--- src/design/sbda_pkg.sv ---
// Shared types and constants for the signed binary to decimal ASCII converter.
package sbda_pkg;

   localparam int unsigned MAX_DIGITS = 10;
   localparam int unsigned DIGIT_W    = 4;
   localparam int unsigned COUNT_W    = 4;   // holds 0..MAX_DIGITS

   localparam logic [7:0]  CHAR_MINUS = 8'd45;
   localparam logic [7:0]  CHAR_ZERO  = 8'd48;

   // ceil(2^35 / 10): exact quotient for every 32-bit dividend via >> 35
   localparam logic [31:0] RECIP_TEN  = 32'hCCCC_CCCD;
   localparam int unsigned RECIP_SHIFT = 35;

   typedef enum logic [1:0] {
      ST_IDLE,
      ST_DIVIDE,
      ST_SIGN,
      ST_DIGITS
   } state_type;

   typedef struct packed {
      logic clear;
      logic push;
      logic pop;
   } stack_ctl_type;

endpackage

--- src/design/sbda_digit_stack.sv ---
// Digit stack: digits pushed least significant first, popped most significant first.
module sbda_digit_stack (
   input  logic                          clock,
   input  logic                          reset,
   input  sbda_pkg::stack_ctl_type       ctl,
   input  logic [sbda_pkg::DIGIT_W-1:0]  push_digit,
   output logic [sbda_pkg::DIGIT_W-1:0]  top_digit,
   output logic [sbda_pkg::COUNT_W-1:0]  count
);
   import sbda_pkg::*;

   logic [DIGIT_W-1:0] digit_ff [MAX_DIGITS];
   logic [COUNT_W-1:0] count_ff;
   logic [COUNT_W-1:0] count_in;
   logic [COUNT_W-1:0] top_idx;

   always_comb begin
      count_in = count_ff;
      if (ctl.clear) begin
         count_in = '0;
      end else if (ctl.push) begin
         count_in = count_ff + COUNT_W'(1);
      end else if (ctl.pop) begin
         count_in = count_ff - COUNT_W'(1);
      end
      top_idx   = count_ff - COUNT_W'(1);
      top_digit = digit_ff[top_idx];
      count     = count_ff;
   end

   always_ff @(posedge clock) begin
      if (reset) begin
         count_ff <= '0;
      end else begin
         count_ff <= count_in;
      end
   end

   // payload storage, no reset needed
   always_ff @(posedge clock) begin
      if (ctl.push && !ctl.clear) begin
         digit_ff[count_ff] <= push_digit;
      end
   end

endmodule
--- config.mk ---
export PLATFORM = sky130hd
export DESIGN_NAME = sbda_digit_stack
export DESIGN_NICKNAME = d
export VERILOG_FILES = /design/src/design/sbda_pkg.sv /design/src/design/sbda_digit_stack.sv
export SDC_FILE = /design/constraint.sdc
export NUM_CORES = 1
export LEC_CHECK = 0
export BUFFER_PORTS_ARGS = -buffer_cell sky130_fd_sc_hd__buf_2
export CAP_MARGIN = 0
export CORE_MARGIN = 3
export CORE_UTILIZATION = 42
export DETAILED_ROUTE_END_ITERATION = 7
export PLACE_DENSITY = 0.61
export SLEW_MARGIN = 30
export SYNTH_ARGS = -nofsm -noshare
export SYNTH_HDL_FRONTEND = slang
export SYNTH_SLANG_ARGS = --single-unit
export TNS_END_PERCENT = 10
--- constraint.sdc ---
create_clock -name clock -period 3.3 [get_ports clock]
set_input_delay 0.66 -clock clock [delete_from_list [all_inputs] [get_ports clock]]
set_output_delay 0.66 -clock clock [all_outputs]
set_load 0.1 [all_outputs]
==> impl_results.md <==
- Outcome: finished, final reports clean
- Register area share after synthesis: 65.5%
- Clock skew: 5.87 ps
- WP data required: 2640 ps
- Post-route cell area: 2210 um^2
- TritonCTS clock tree: built
- Synth Warn #: 0
- Final Wtd Congestion: 0.850
- Nets: 172
- Tot Pwr: 1230 uW
- Initial core utilization: 44.3%
- Area grow syn2layout: 12.9%
- First-pass GRT wire length: 6110 um
- Synthesized net count: 152
- Crit end category: output pin
- P_leak: 0.000764 uW
- DRC Markers: 0
- Die Height: 74.3 um
- Reg2reg setup slack: 1450 ps
- Fmax: 320 MHz
- CTS clk-pin slew, worst paths: 70 ps
- Worst EP arrival: 2460 ps
- Vias: 1185
- Drt via density: 5.62
- Maxcap violations: 0
- Total Routing Usage GR: 15.3%
- Row count: 24
- Async set-reset flop share out of synthesis: 0%
- Commonest non-fill, non-tap cells in the layout: edfxtp_1 (40), mux2i_1 (16), buf_2 (16)
- Core footprint: 4410 um^2
- Period utilisation layout: 94.7%
- # diodes: 0
- Post-synth EDFFs: 40
- Max stage delay on crit path: 450 ps
- Cell area after placement: 2090 um^2
- Share of cells above drive strength 1: 22.0%
- CP top delay family: compound AO/OA/AOI/OAI gates
- Peak supply drop: 326 uV
- GR Overflow Total: 0
- Ys flop type: edfxtp_1
- Critical path buffers and inverters: 2
- Non-Filler Instances: 211
- Clk sinks: 44
- Largest net degree at the start of global routing: 23
- Area of the die: 5510 um^2
- Detailed Place HPWL: 2680 um
- Fin. Hold Viols: 0
- Post-Syn Area: 1960 um^2
- Final Slew Violations: 0
- Final Hold Slack: 580 ps
- Unrepaired setup endpoints after global routing: false
- Pwr dens: 558 nW/um^2
- Syn Inst Count: 138
- Clock Path Buffers: 2
- Worst-Margin Slew: 761 ps
- Crit path kind: reg2out
- Worst skew pair latency: 300 ps
- Placed insts: 203
- Max Fanout on Critical Path: 8
- I/O Buffers: 16
- Die width: 74.3 um
- Hold crit path type: in2reg
- Worst slew margin: 48.8%
- # fillers: 371
- Avg Cell Area, Syn: 14.2 um^2
- Vias in the first global route: 1201
- Highest-delay cell along the critical path: xor2_1
- CP Launch Type: flip-flop
- Yosys reg bits: 44
- Synth unique cells: 27
- Num CTS Buffers: 5
- WL/cell: 18.3 um
- Detailed Route WL: 3870 um
- Setup Viol. Count Final: 0
- DR iter-0 viols: 70
- Detailed Routing Iterations Pass 1: 6
- Post-CTS setup buffers: 0
- Min Tclk post-route: 3120 ps
- Io pins: 17
- H-tree Lvls: 2
- CP Cell Sequence: inv_1 > ha_1 > xor2_1 > a2111oi_1 > a31oi_1 > a41o_2 > buf_2
- DRT antenna net count: 0
- Commonest non-fill, non-tap cell in the layout: edfxtp_1
- Root Driver: clkbuf_8
- Antenna violations before repair: 0
==> layout make-up <==
cell class / instances / area [um^2] / area share (%)
inverter: 3 / 11.3 / 0.510
clock inverter: 2 / 35.0 / 1.59
sequential: 44 / 1280 / 58.1
multi-input combinational: 84 / 631 / 28.6
timing repair buffer: 20 / 110 / 4.99
clock buffer: 6 / 72.6 / 3.29
tap: 52 / 65.1 / 2.95
==> through the flow <==
stage          setup WS, ps  TNS [ps]  util [%]
2_1_floorplan          -163      -489         -
3_3_place_gp            512         0      47.4
3_5_place_dp            475         0      47.4
4_1_cts                 139         0      49.9
5_1_grt                22.6         0      50.0
6_report                176         0      50.0
==> registers in the layout (all words and copies together) (netlist names) <==
name,cells
count,4
digit_ff,40
==> path summary, 6_finish.rpt <==
check                           startpoint              to  depth (start not counted)
worst max-delay path              count[1]    top_digit[0]                          7
worst min-delay path                 reset        count[0]                          2
worst max register to register    count[0]  digit_ff[3][3]                          4
worst min register to register    count[0]        count[0]                          3
==> cells in the mapped netlist (2+ instances only) <==
master | count | area (um^2)
a2111oi_0 | 2 | 17.5
nand2b_1 | 3 | 18.8
inv_1 | 2 | 7.51
nor3_1 | 9 | 45.0
nand3_1 | 8 | 40.0
dfxtp_1 | 4 | 80.1
nor2b_1 | 5 | 31.3
mux2i_1 | 16 | 160
nand2_1 | 4 | 15.0
a31oi_1 | 4 | 25.0
a2111oi_2 | 2 | 30.0
a41o_1 | 4 | 40.0
buf_2 | 4 | 20.0
xnor2_1 | 5 | 43.8
nor2_1 | 11 | 41.3
edfxtp_1 | 40 | 1200
ha_1 | 5 | 62.6
==> cells by family after synthesis <==
kind of cell / synth area share, %
AO/OA/AOI/OAI: 7.29
XOR/XNOR: 2.69
adder cells (fa/ha/maj): 3.20
buffers and inverters: 2.75
flip-flops: 65.5
multiplexers: 8.18
AND/OR/NAND/NOR: 10.4
==> power by group <==
part	internal, uW	total (uW)	switching, uW	leakage, uW
Clock	224	394	170	0.0000552
Combinational	56.3	218	162	0.000314
Sequential	615	621	6.25	0.000394
==> what timing repair did <==
action                     4_1_cts  5_1_grt
resized for setup                0        3
setup endpoints to repair        0        2
hold buffers                     0        0
hold endpoints to repair         0        0
==> metal layers <==
metal / GRT usage, % / vias to the layer above / share of wire, %
met5: 0 / - / 0
met2: 23.9 / 22 / 50
li1: - / 568 / -
met1: 20.2 / 584 / 45
met3: 3.65 / 11 / 2.9
met4: 7.31 / 0 / 2.5
No activity file was read; power rests on OpenSTA's default activity.
